**config.mk**
```make
export PLATFORM = sky130hd
export DESIGN_NAME = k_way_merge_min_select
export DESIGN_NICKNAME = d
export VERILOG_FILES = /design/src/design/kmm_pkg.sv /design/src/design/k_way_merge_min_select.sv /design/src/design/kmm_cell.sv
export SDC_FILE = /design/constraint.sdc
export NUM_CORES = 2
export LEC_CHECK = 0
export BUFFER_PORTS_ARGS = -buffer_cell sky130_fd_sc_hd__buf_2
export CORE_UTILIZATION = 60
export DETAILED_ROUTE_END_ITERATION = 8
export PLACE_DENSITY = 0.76
export SYNTH_ARGS = -nofsm -noshare
export SYNTH_HDL_FRONTEND = slang
export SYNTH_HIERARCHICAL = 1
export SYNTH_SLANG_ARGS = --single-unit
```
**constraint.sdc**
```tcl
create_clock -name clk -period 16.84 [get_ports clk]
set_clock_uncertainty 0.15 [all_clocks]
set_input_delay 1.684 -clock clk [delete_from_list [all_inputs] [get_ports clk]]
set_output_delay 1.684 -clock clk [all_outputs]
set_load 0.05 [all_outputs]
```
**src/design/kmm_pkg.sv**
```systemverilog
// kmm_pkg: types and constants shared by the k-way merge block
// holds the item structs, the head-cell entry and control structs, and the apb register map
// no dependencies
package kmm_pkg;

    localparam int LANE_W    = 3;
    localparam int VALUE_W   = 32;
    localparam int KIND_W    = 2;
    localparam int CFG_W     = 4;
    localparam int MAX_LANES = 8;

    localparam int ADDR_W = 3;
    localparam int DATA_W = 32;

    // register index taken from paddr[2]
    localparam logic REG_ACTIVE_LANES = 1'b0;
    localparam logic [CFG_W-1:0] ACTIVE_LANES_RESET = 4'd2;

    localparam logic [KIND_W-1:0] KIND_ELEMENT = 2'd0;
    localparam logic [KIND_W-1:0] KIND_DONE    = 2'd1;
    localparam logic [KIND_W-1:0] KIND_ERROR   = 2'd2;

    typedef struct packed {
        logic [LANE_W-1:0]         lane;
        logic signed [VALUE_W-1:0] value;
        logic                      exhausted;
    } feed_t;

    typedef struct packed {
        logic signed [VALUE_W-1:0] merged_value;
        logic [LANE_W-1:0]         source_lane;
        logic [KIND_W-1:0]         kind;
    } merged_t;

    // one held head, kept in ascending (value, lane) order along the chain
    typedef struct packed {
        logic                      valid;
        logic signed [VALUE_W-1:0] value;
        logic [LANE_W-1:0]         lane;
    } entry_t;

    // broadcast from the controller to every cell
    typedef struct packed {
        logic                      ins;
        logic                      pop;
        logic                      clr;
        logic [CFG_W-1:0]          n_eff;
        logic signed [VALUE_W-1:0] new_value;
        logic [LANE_W-1:0]         new_lane;
    } cell_ctl_t;

endpackage

```
**src/design/k_way_merge_min_select.sv**
```systemverilog
// k_way_merge_min_select: top level of the k-way merge block
// holds lane status, the cell chain, the apb register and a two-item result queue
// depends on kmm_pkg and kmm_cell
//
// Merges up to eight ascending streams of signed 32-bit values. Each feed item loads one
// lane's head or marks that lane exhausted; once every active lane holds a head or is
// exhausted, the smallest head (lowest lane on ties) is emitted and that lane must be fed
// again. When all active lanes are exhausted and empty a done item is emitted and all lanes
// clear. Feeding an inactive, full or exhausted lane returns an error item. The block takes
// one feed item per clock while the result queue is not full; each result shows on merged the
// cycle after its feed item is accepted, or later while earlier results still wait in the
// queue. The heads sit in a chain of LANES cells kept in sorted order, so an insert and a
// removal of the minimum both finish in the cycle of the item. A two-item result queue lets
// feeding continue for one item while a result waits. active_lanes sits at byte address 0.
module k_way_merge_min_select #(
    parameter int LANES = 8
) (
    input  logic                          clk,
    input  logic                          rst_n,
    input  logic                          psel,
    input  logic                          penable,
    input  logic                          pwrite,
    input  logic [kmm_pkg::ADDR_W-1:0]    paddr,
    input  logic [kmm_pkg::DATA_W-1:0]    pwdata,
    output logic [kmm_pkg::DATA_W-1:0]    prdata,
    output logic                          pready,
    input  logic                          feed_valid,
    output logic                          feed_ready,
    input  kmm_pkg::feed_t                feed,
    output logic                          merged_valid,
    input  logic                          merged_ready,
    output kmm_pkg::merged_t              merged
);
    import kmm_pkg::*;

    localparam logic [CFG_W-1:0] LANE_LIMIT = CFG_W'(LANES > MAX_LANES ? MAX_LANES : LANES);

    logic [CFG_W-1:0]     active_lanes_reg;
    logic [CFG_W-1:0]     n_eff;
    logic [MAX_LANES-1:0] full_reg;
    logic [MAX_LANES-1:0] full_upd;
    logic [MAX_LANES-1:0] full_next;
    logic [MAX_LANES-1:0] fin_reg;
    logic [MAX_LANES-1:0] fin_next;

    logic acc;
    logic err;
    logic all_ready;
    logic any_act;
    logic do_pop;
    logic do_clr;
    logic res_valid;
    merged_t res;

    cell_ctl_t  ctl;
    entry_t     held_a [LANES];
    entry_t     post_a [LANES];
    logic [LANES-1:0] gt_v;
    logic [LANES-1:0] rem_v;
    logic [LANES-1:0] first_v;

    logic signed [VALUE_W-1:0] emit_value;
    logic [LANE_W-1:0]         emit_lane;

    merged_t    slot_reg [2];
    logic       wr_ptr_reg;
    logic       rd_ptr_reg;
    logic [1:0] count_reg;
    logic       q_pop;

    // apb register
    assign pready = 1'b1;
    assign prdata = (paddr[2] == REG_ACTIVE_LANES) ?
                    {{(DATA_W-CFG_W){1'b0}}, active_lanes_reg} : '0;

    always_ff @(posedge clk or negedge rst_n)
    begin
        if (!rst_n)
            active_lanes_reg <= ACTIVE_LANES_RESET;
        else if (psel && penable && pwrite && pready && paddr[2] == REG_ACTIVE_LANES)
            active_lanes_reg <= pwdata[CFG_W-1:0];
    end

    always_comb
    begin
        if (active_lanes_reg == '0)
            n_eff = CFG_W'(1);
        else if (active_lanes_reg > LANE_LIMIT)
            n_eff = LANE_LIMIT;
        else
            n_eff = active_lanes_reg;
    end

    assign acc = feed_valid & feed_ready;
    assign err = ({1'b0, feed.lane} >= n_eff) || full_reg[feed.lane] || fin_reg[feed.lane];

    always_comb
    begin
        full_upd = full_reg;
        fin_next = fin_reg;
        if (acc && !err)
        begin
            if (feed.exhausted)
                fin_next[feed.lane] = 1'b1;
            else
                full_upd[feed.lane] = 1'b1;
        end
        all_ready = 1'b1;
        for (int i = 0; i < MAX_LANES; i++)
        begin
            if ((CFG_W'(i) < n_eff) && !(full_upd[i] || fin_next[i]))
                all_ready = 1'b0;
        end
    end

    assign any_act = rem_v[LANES-1];
    assign do_pop  = acc & ~err & all_ready & any_act;
    assign do_clr  = acc & ~err & all_ready & ~any_act;

    assign ctl.ins       = acc & ~err & ~feed.exhausted;
    assign ctl.pop       = do_pop;
    assign ctl.clr       = do_clr;
    assign ctl.n_eff     = n_eff;
    assign ctl.new_value = feed.value;
    assign ctl.new_lane  = feed.lane;

    for (genvar g = 0; g < LANES; g++)
    begin : g_cell
        entry_t pe;
        entry_t np;
        logic   pg;
        logic   pr;
        if (g == 0)
        begin : g_head
            assign pe = '0;
            assign pg = 1'b0;
            assign pr = 1'b0;
        end
        else
        begin : g_mid
            assign pe = held_a[g-1];
            assign pg = gt_v[g-1];
            assign pr = rem_v[g-1];
        end
        if (g == LANES - 1)
        begin : g_tail
            assign np = '0;
        end
        else
        begin : g_link
            assign np = post_a[g+1];
        end

        kmm_cell u_cell (
            .clk        (clk),
            .rst_n      (rst_n),
            .ctl        (ctl),
            .prev_entry (pe),
            .prev_gt    (pg),
            .prev_rem   (pr),
            .next_post  (np),
            .held       (held_a[g]),
            .gt         (gt_v[g]),
            .post       (post_a[g]),
            .rem        (rem_v[g]),
            .first      (first_v[g])
        );
    end

    // one-hot pick of the first active head
    always_comb
    begin
        emit_value = '0;
        emit_lane  = '0;
        for (int i = 0; i < LANES; i++)
        begin
            if (first_v[i])
            begin
                emit_value = emit_value | post_a[i].value;
                emit_lane  = emit_lane | post_a[i].lane;
            end
        end
    end

    always_comb
    begin
        full_next = full_upd;
        if (do_pop)
            full_next[emit_lane] = 1'b0;
        if (do_clr)
            full_next = '0;
    end

    always_ff @(posedge clk or negedge rst_n)
    begin
        if (!rst_n)
        begin
            full_reg <= '0;
            fin_reg  <= '0;
        end
        else if (do_clr)
        begin
            full_reg <= '0;
            fin_reg  <= '0;
        end
        else
        begin
            full_reg <= full_next;
            fin_reg  <= fin_next;
        end
    end

    assign res_valid = acc & (err | all_ready);

    always_comb
    begin
        if (err)
        begin
            res.merged_value = '0;
            res.source_lane  = feed.lane;
            res.kind         = KIND_ERROR;
        end
        else if (any_act)
        begin
            res.merged_value = emit_value;
            res.source_lane  = emit_lane;
            res.kind         = KIND_ELEMENT;
        end
        else
        begin
            res.merged_value = '0;
            res.source_lane  = '0;
            res.kind         = KIND_DONE;
        end
    end

    // two-item result queue
    assign merged_valid = (count_reg != 2'd0);
    assign feed_ready   = (count_reg != 2'd2);
    assign merged       = slot_reg[rd_ptr_reg];
    assign q_pop        = merged_valid & merged_ready;

    always_ff @(posedge clk)
    begin
        if (res_valid)
            slot_reg[wr_ptr_reg] <= res;
    end

    always_ff @(posedge clk or negedge rst_n)
    begin
        if (!rst_n)
        begin
            wr_ptr_reg <= 1'b0;
            rd_ptr_reg <= 1'b0;
            count_reg  <= 2'd0;
        end
        else
        begin
            if (res_valid)
                wr_ptr_reg <= ~wr_ptr_reg;
            if (q_pop)
                rd_ptr_reg <= ~rd_ptr_reg;
            count_reg <= count_reg + {1'b0, res_valid} - {1'b0, q_pop};
        end
    end

    a_count_bound: assert property (@(posedge clk) disable iff (!rst_n)
        count_reg != 2'd3)
        else $error("result queue over capacity");

    a_pop_from_full: assert property (@(posedge clk) disable iff (!rst_n)
        do_pop |-> (full_reg[emit_lane] || (ctl.ins && feed.lane == emit_lane)))
        else $error("emitted head from a lane that holds none");

    a_done_clears: assert property (@(posedge clk) disable iff (!rst_n)
        do_clr |=> (full_reg == '0 && fin_reg == '0 && held_a[0].valid == 1'b0))
        else $error("done item did not clear the lanes");

    a_error_no_change: assert property (@(posedge clk) disable iff (!rst_n)
        (acc && err) |=> ($stable(full_reg) && $stable(fin_reg)))
        else $error("error item changed lane state");

endmodule

```
**src/design/kmm_cell.sv**
```systemverilog
// kmm_cell: one slot of the sorted head chain
// inserts a new head by comparing against its own entry, pops by shifting from its right neighbor
// depends on kmm_pkg
module kmm_cell (
    input  logic               clk,
    input  logic               rst_n,
    input  kmm_pkg::cell_ctl_t ctl,
    input  kmm_pkg::entry_t    prev_entry,
    input  logic               prev_gt,
    input  logic               prev_rem,
    input  kmm_pkg::entry_t    next_post,
    output kmm_pkg::entry_t    held,
    output logic               gt,
    output kmm_pkg::entry_t    post,
    output logic               rem,
    output logic               first
);
    import kmm_pkg::*;

    entry_t entry_reg;
    entry_t entry_next;
    entry_t new_e;
    logic   act;

    always_comb
    begin
        new_e.valid = 1'b1;
        new_e.value = ctl.new_value;
        new_e.lane  = ctl.new_lane;

        // empty slots count as larger than anything; sign flip gives a signed order
        gt = !entry_reg.valid ||
             ({~entry_reg.value[VALUE_W-1], entry_reg.value[VALUE_W-2:0], entry_reg.lane} >
              {~ctl.new_value[VALUE_W-1], ctl.new_value[VALUE_W-2:0], ctl.new_lane});

        if (ctl.ins)
        begin
            if (prev_gt)
                post = prev_entry;
            else if (gt)
                post = new_e;
            else
                post = entry_reg;
        end
        else
        begin
            post = entry_reg;
        end

        // only heads of lanes in the active count can be picked
        act   = post.valid && ({1'b0, post.lane} < ctl.n_eff);
        rem   = prev_rem | act;
        first = act & ~prev_rem;

        if (ctl.clr)
            entry_next = '0;
        else if (ctl.pop && rem)
            entry_next = next_post;
        else
            entry_next = post;
    end

    always_ff @(posedge clk or negedge rst_n)
    begin
        if (!rst_n)
            entry_reg <= '0;
        else
            entry_reg <= entry_next;
    end

    assign held = entry_reg;

endmodule
```
# --- Yosys cells after proc, flatten, opt, wreduce, memory -nomap -nowiden ---
# Memory sizes are Yosys's and may differ from the RTL's.
# Index checks and enable logic that the tools add are counted.
word_totals:
  register_bits: 312
  ramBits: 74
  output_inout_bits: 72
  elab_cells: 279
  n_memories: 1
op_classes:
  addsub: 2
  magnitude_cmp: 30
  eq_ne: 1
  mux: 85
  bitwise_logic: 63
  n_reduce_logical: 67
memory_table:
  columns: ["name", "depth", "width", "read_ports", "rd_clocked_by_memory_dff", "wr", "line_no", "text"]
  rows:
  - ["slot_reg", 2, 37, 1, 0, 1, "k_way_merge_min_select.sv:65", "merged_t slot_reg [2];"]
op_table:
  columns: ["operator", "count"]
  rows:
  - ["$mux W36", 39]
  - ["$gt A35 B35 Y1", 8]
  - ["$mux W32", 8]
  - ["$or A32 B32 Y32", 7]
  - ["$mux W37", 2]
  - ["$mux W8", 7]
  - ["$lt A3 B4 Y1", 8]
  - ["$logic_and A1 B1 Y1", 30]
  - ["$mux W3", 8]
  - ["$not A1 Y1", 22]
  - ["$or A3 B3 Y3", 7]
  - ["$logic_or A1 B1 Y1", 18]
  - ["$logic_not A1 Y1", 17]
  - ["$lt A3 B4 Y1 const A", 4]
  - ["$or A8 B8 Y8", 2]
  - ["$and A1 B1 Y1", 15]
  - ["$mux W1", 14]
  - ["$mux W4", 3]
  - ["$and A8 B8 Y8", 1]
  - ["$lt A1 B4 Y1 const A", 2]
  - ["$lt A2 B4 Y1 const A", 2]
  - ["$lt A3 B4 Y1 const B", 2]
  - ["$not A8 Y8", 1]
  - ["$or A1 B1 Y1", 8]
  - ["10 further kinds", 13]

# --- Depth between registers and ports, before layout ---
depth:
  depth_word: 35
  depth_mapped: 51

# --- Cells and area by module ---
# Netlist, hierarchy kept.
by_module_without_submodules:
  columns: ["module", "n_inst", "cells_per_inst", "area_each_um2"]
  rows:
  - ["kmm_cell (g_cell[0].u_cell ...)", 5, 483, 3922.5]
  - ["kmm_cell (g_cell[5].u_cell ...)", 3, 487, 3962.6]
  - ["k_way_merge_min_select", 1, 556, 6128.4]

# --- Least setup slack after synthesis ---
# OpenSTA, ideal clock, no wires.
synth_timing:
  path_type: "input to register"
  start: "input feed[33] in the netlist's numbering"
  end: "register g_cell[0].u_cell.entry_reg, in the netlist g_cell[0].u_cell/held[35]"
  arrival_time_ns: 10.298
  t_required_ns: 16.562
  setup_slack_ns: 6.265
  stages: 47
  n_path_buf: 11
  path_cell_list: "buf_4 inv_2 ha_1 nand2b_1 a211oi_1 o32a_1 and3_1 buf_6 inv_4 nor3_1 clkbuf_1 clkbuf_1 nand3_1 a21oi_1 nor2_1 ha_1 nor2_1 nand3_1 (+11 left out) and3b_1 and3_1 nor2_4 buf_6 and3b_1 and3_1 nor2_4 buf_6 and3b_1 and3_1 nor2_4 buf_6 clkbuf_1 and2_1 buf_1 o21a_1 buf_4 mux2_1"
synth_rtl:
  columns: ["element", "line_no", "text"]
  rows:
  - ["start, declared", "k_way_merge_min_select.sv:29", "input kmm_pkg::feed_t feed,"]
  - ["end signal, assigned", "kmm_cell.sv:68", "entry_reg <= entry_next;"]
  - ["end, declared", "kmm_cell.sv:20", "entry_t entry_reg;"]

==> impl_metrics.ini <==
[placed_design]
place_ws_ns = 3.07
dp.cells = 5113
gp_congestion = 0.953
dp_hpwl_mm = 91.7
portBuffers = 90

[floorplanning]
fp.dieArea_um2 = 63700
rows = 91
die_x_um = 252
io-pin-count = 150
core_um2 = 61800
dieHeight_um = 252
start_util_pct = 60.9

[power_and_ir_drop]
p_per_area_nw_per_um2 = 178
p_leak_nw = 17.8
irDropWorstVdd_uv = 104
fin_total_pwr_mw = 7.08

[timing]
rsz0062_at_grt = no
hold_viol_final = 0
max_freq_ghz = 0.0730
slew_headroom_pct = 13.1
setup_tns_ns = 0
setup_viol_count_final = 0
period_share_pct = 81.3
slew_viol_final = 0
setup_ws_ns = 3.15
layout_min_cycle_time_ns = 13.69
tightest_slew_ns = 1.30

[grt]
antenna_found_initial = 5
grt_pass1_vias = 34000
gr-total-overflow = 0
grt_usage_pct = 40.3
grt_pass1_wl_mm = 201
grt_start_max_net_pins = 156

[synth]
synth-edff-count = 74
netlist_area_um2 = 37600
synth_cell_types = 82
ys_warn_count = 6
synthCells = 4432
async_reset_ff_share_pct = 80.8
ys_seq_area_share_pct = 26.7
ys_ff_latch = 386
synth_ff_type = dfrtp_1
avgSynthCellArea_um2 = 8.49

[critical_path]
worstPathArrival_ns = 13.99
cp-end-kind = register
critPathMaxFanout = 107
rrSetupSlack_ns = 4.22
path_class = in -> reg
slowest_delay_ns = 1.15
crit_path_top_delay_cell = clkinv_1
start_kind = input port
cp.required_ns = 17.14

[clock_tree]
clk_latency_ns = 0.61
cts_tree = built
cts_setup_buffers = 0
clock-root-buffer = clkbuf_16
htree_levels = 2
clk_pin_slew_worst_paths_ns = 0.06
cts_buffers = 47
ctsResizeCount = 0
clock-sinks = 386
cts_buffer_depth = 3
ctsHoldBuffers = 0

[routing]
firstDrtPassIters = 8
wirelength_mm = 132
vias = 36800
vias_per_cell = 7.07
dr.first_iter.drc_count = 5245
wl_per_cell_um = 25.3
route.detailed.drc = 0
postRouteAntennaNets = 0

[cells_and_area]
multiInputGateArea_um2 = 24400
nNetsFinal = 4704
largest_reg_flops = 288
regArea_um2 = 10000
fin_cells = 5202
final_util_pct = 64.4
fill_cells = 5299
area_growth_pct = 5.83
layout-drive-gt1-share_pct = 17.1

[hold_path]
min_path_type = reg -> reg

[job]
cap_violations = 0

[outcome]
status = completed
## per-stage QoR
step,cell area (um^2),hold WS [ns]
after floorplan,38000,0.310
after global placement,38300,0.329
after detailed placement,38300,0.348
after CTS,39800,0.361
after global routing,39800,0.372
final,39800,0.358
## routing by layer
layer	up-vias	part of all wire [%]	track usage, %	routed length, um
li1	16700	-	-	-
met1	17500	41	57.2	53500
met2	2375	41	56.8	53800
met3	258	15	14.2	20200
met4	4	3.1	12.1	4060
met5	-	0.025	0	33
## worst paths after layout
check / start / end / cells past startpoint
worst max-delay path: feed[11] / g_cell[2].u_cell/held[28]$_DFF_PN0_ / 42
worst min-delay path: count_reg[1]$_DFF_PN0_ / count_reg[1]$_DFF_PN0_ / 1
worst max register to register: g_cell[0].u_cell/held[13]$_DFF_PN0_ / g_cell[2].u_cell/held[28]$_DFF_PN0_ / 40
worst min register to register: count_reg[1]$_DFF_PN0_ / count_reg[1]$_DFF_PN0_ / 1
max in group asynchronous: rst_n / g_cell[7].u_cell/held[2]$_DFF_PN0_ / 3
min in group asynchronous: rst_n / g_cell[0].u_cell/held[29]$_DFF_PN0_ / 1
## cells by family (layout without fill, tap and decap cells)
| kind of cell | count (synthesis) | after routing | synth area share, % |
|---|---|---|---|
| other cells | 2 | 109 | 0.0200 |
| fa+ha+maj | 301 | 301 | 10.0 |
| buf+inv | 888 | 714 | 10.1 |
| simple gates | 1063 | 1063 | 14.3 |
| flops | 386 | 386 | 26.7 |
| xor+xnor | 4 | 4 | 0.0931 |
| compound gates | 1721 | 1721 | 36.8 |
| mux | 67 | 67 | 2.01 |
## report_power, final
part           internal (mW)  leakage (nW)  total (mW)  switching [mW]
Clock                  0.621         0.774        1.06           0.440
Sequential              1.33          4.73        1.73           0.408
Combinational           1.57          12.3        4.28            2.71
## critical path, delay by kind of cell
family                     cells  cell delay [ns]
buffers and inverters          7             3.62
and+or+nand+nor               24             5.71
adders and majority gates      2             0.61
AOI/OAI and AO/OA              9             2.13
## placed cells by master (no fill, tap or decap), types with 13 or more instances in the layout
cell and count:
and3_1 13, ha_1 301, a221oi_2 90, o22ai_1 177
or2_2 167, a211oi_1 124, o41ai_2 150, nor2_1 364
nor2b_1 32, o41ai_1 15, o21ai_0 168, nand3_1 209
nand2_1 100, clkinv_1 21, a221oi_1 57, mux2_2 45
nand2b_1 24, buf_2 89, o22a_1 107, conb_1 106
inv_1 449, a31oi_1 143, o2111ai_1 166, edfxtp_1 74
nand4_1 56, clkbuf_16 49, nor3_1 17, a22oi_1 76
a21o_1 16, nor4_1 16, a22o_1 42, a21oi_1 309
dfrtp_1 310, buf_4 68
## cells in the mapped netlist, types with 7 or more instances
cell type  instances  area share, %
a221oi_1          57            1.3
dfrtp_1          311             21
o211ai_1          10           0.20
nor3_1            18           0.24
buf_2             22           0.29
mux2_1            10           0.30
and3_1            13           0.22
a21o_1            18           0.36
a31oi_1          143            2.4
clkinv_1          16           0.16
clkbuf_1         316            3.2
edfxtp_1          74            5.9
a221oi_2          90            3.6
or2_2            167            2.8
o41ai_1           15           0.35
buf_1              7          0.070
a21oi_1          309            4.1
a22o_1            42           0.98
o22ai_1          177            2.9
nand4_1           56           0.93
a211oi_1         127            2.5
inv_1            449            4.5
o22a_1           107            2.5
and4_1             8           0.19
o21a_1             8           0.16
nor2_1           370            3.7
buf_4             35           0.70
o21ai_1            8           0.11
buf_6             40            1.2
and2_1             7           0.12
o2111ai_1        166            3.9
nand2_1          100            1.0
mux2_2            45            1.3
mux2i_1           10           0.27
a22oi_1           76            1.5
o21ai_0          168            2.2
ha_1             301             10
nor2b_1           33           0.55
nor4_1            16           0.27
nand3_1          209            2.8
nand2b_1          24           0.40
o41ai_2          150            6.5
## layout make-up
class	count	share of cell area, %
tap	837	2.63
inverter	467	4.41
clock buffer	66	3.42
multi-input combinational	3262	61.3
antenna	3	0.0189
timing repair buffer	161	2.59
sequential	386	25.2
clock inverter	20	0.496
(Power assumes the default switching activity.)
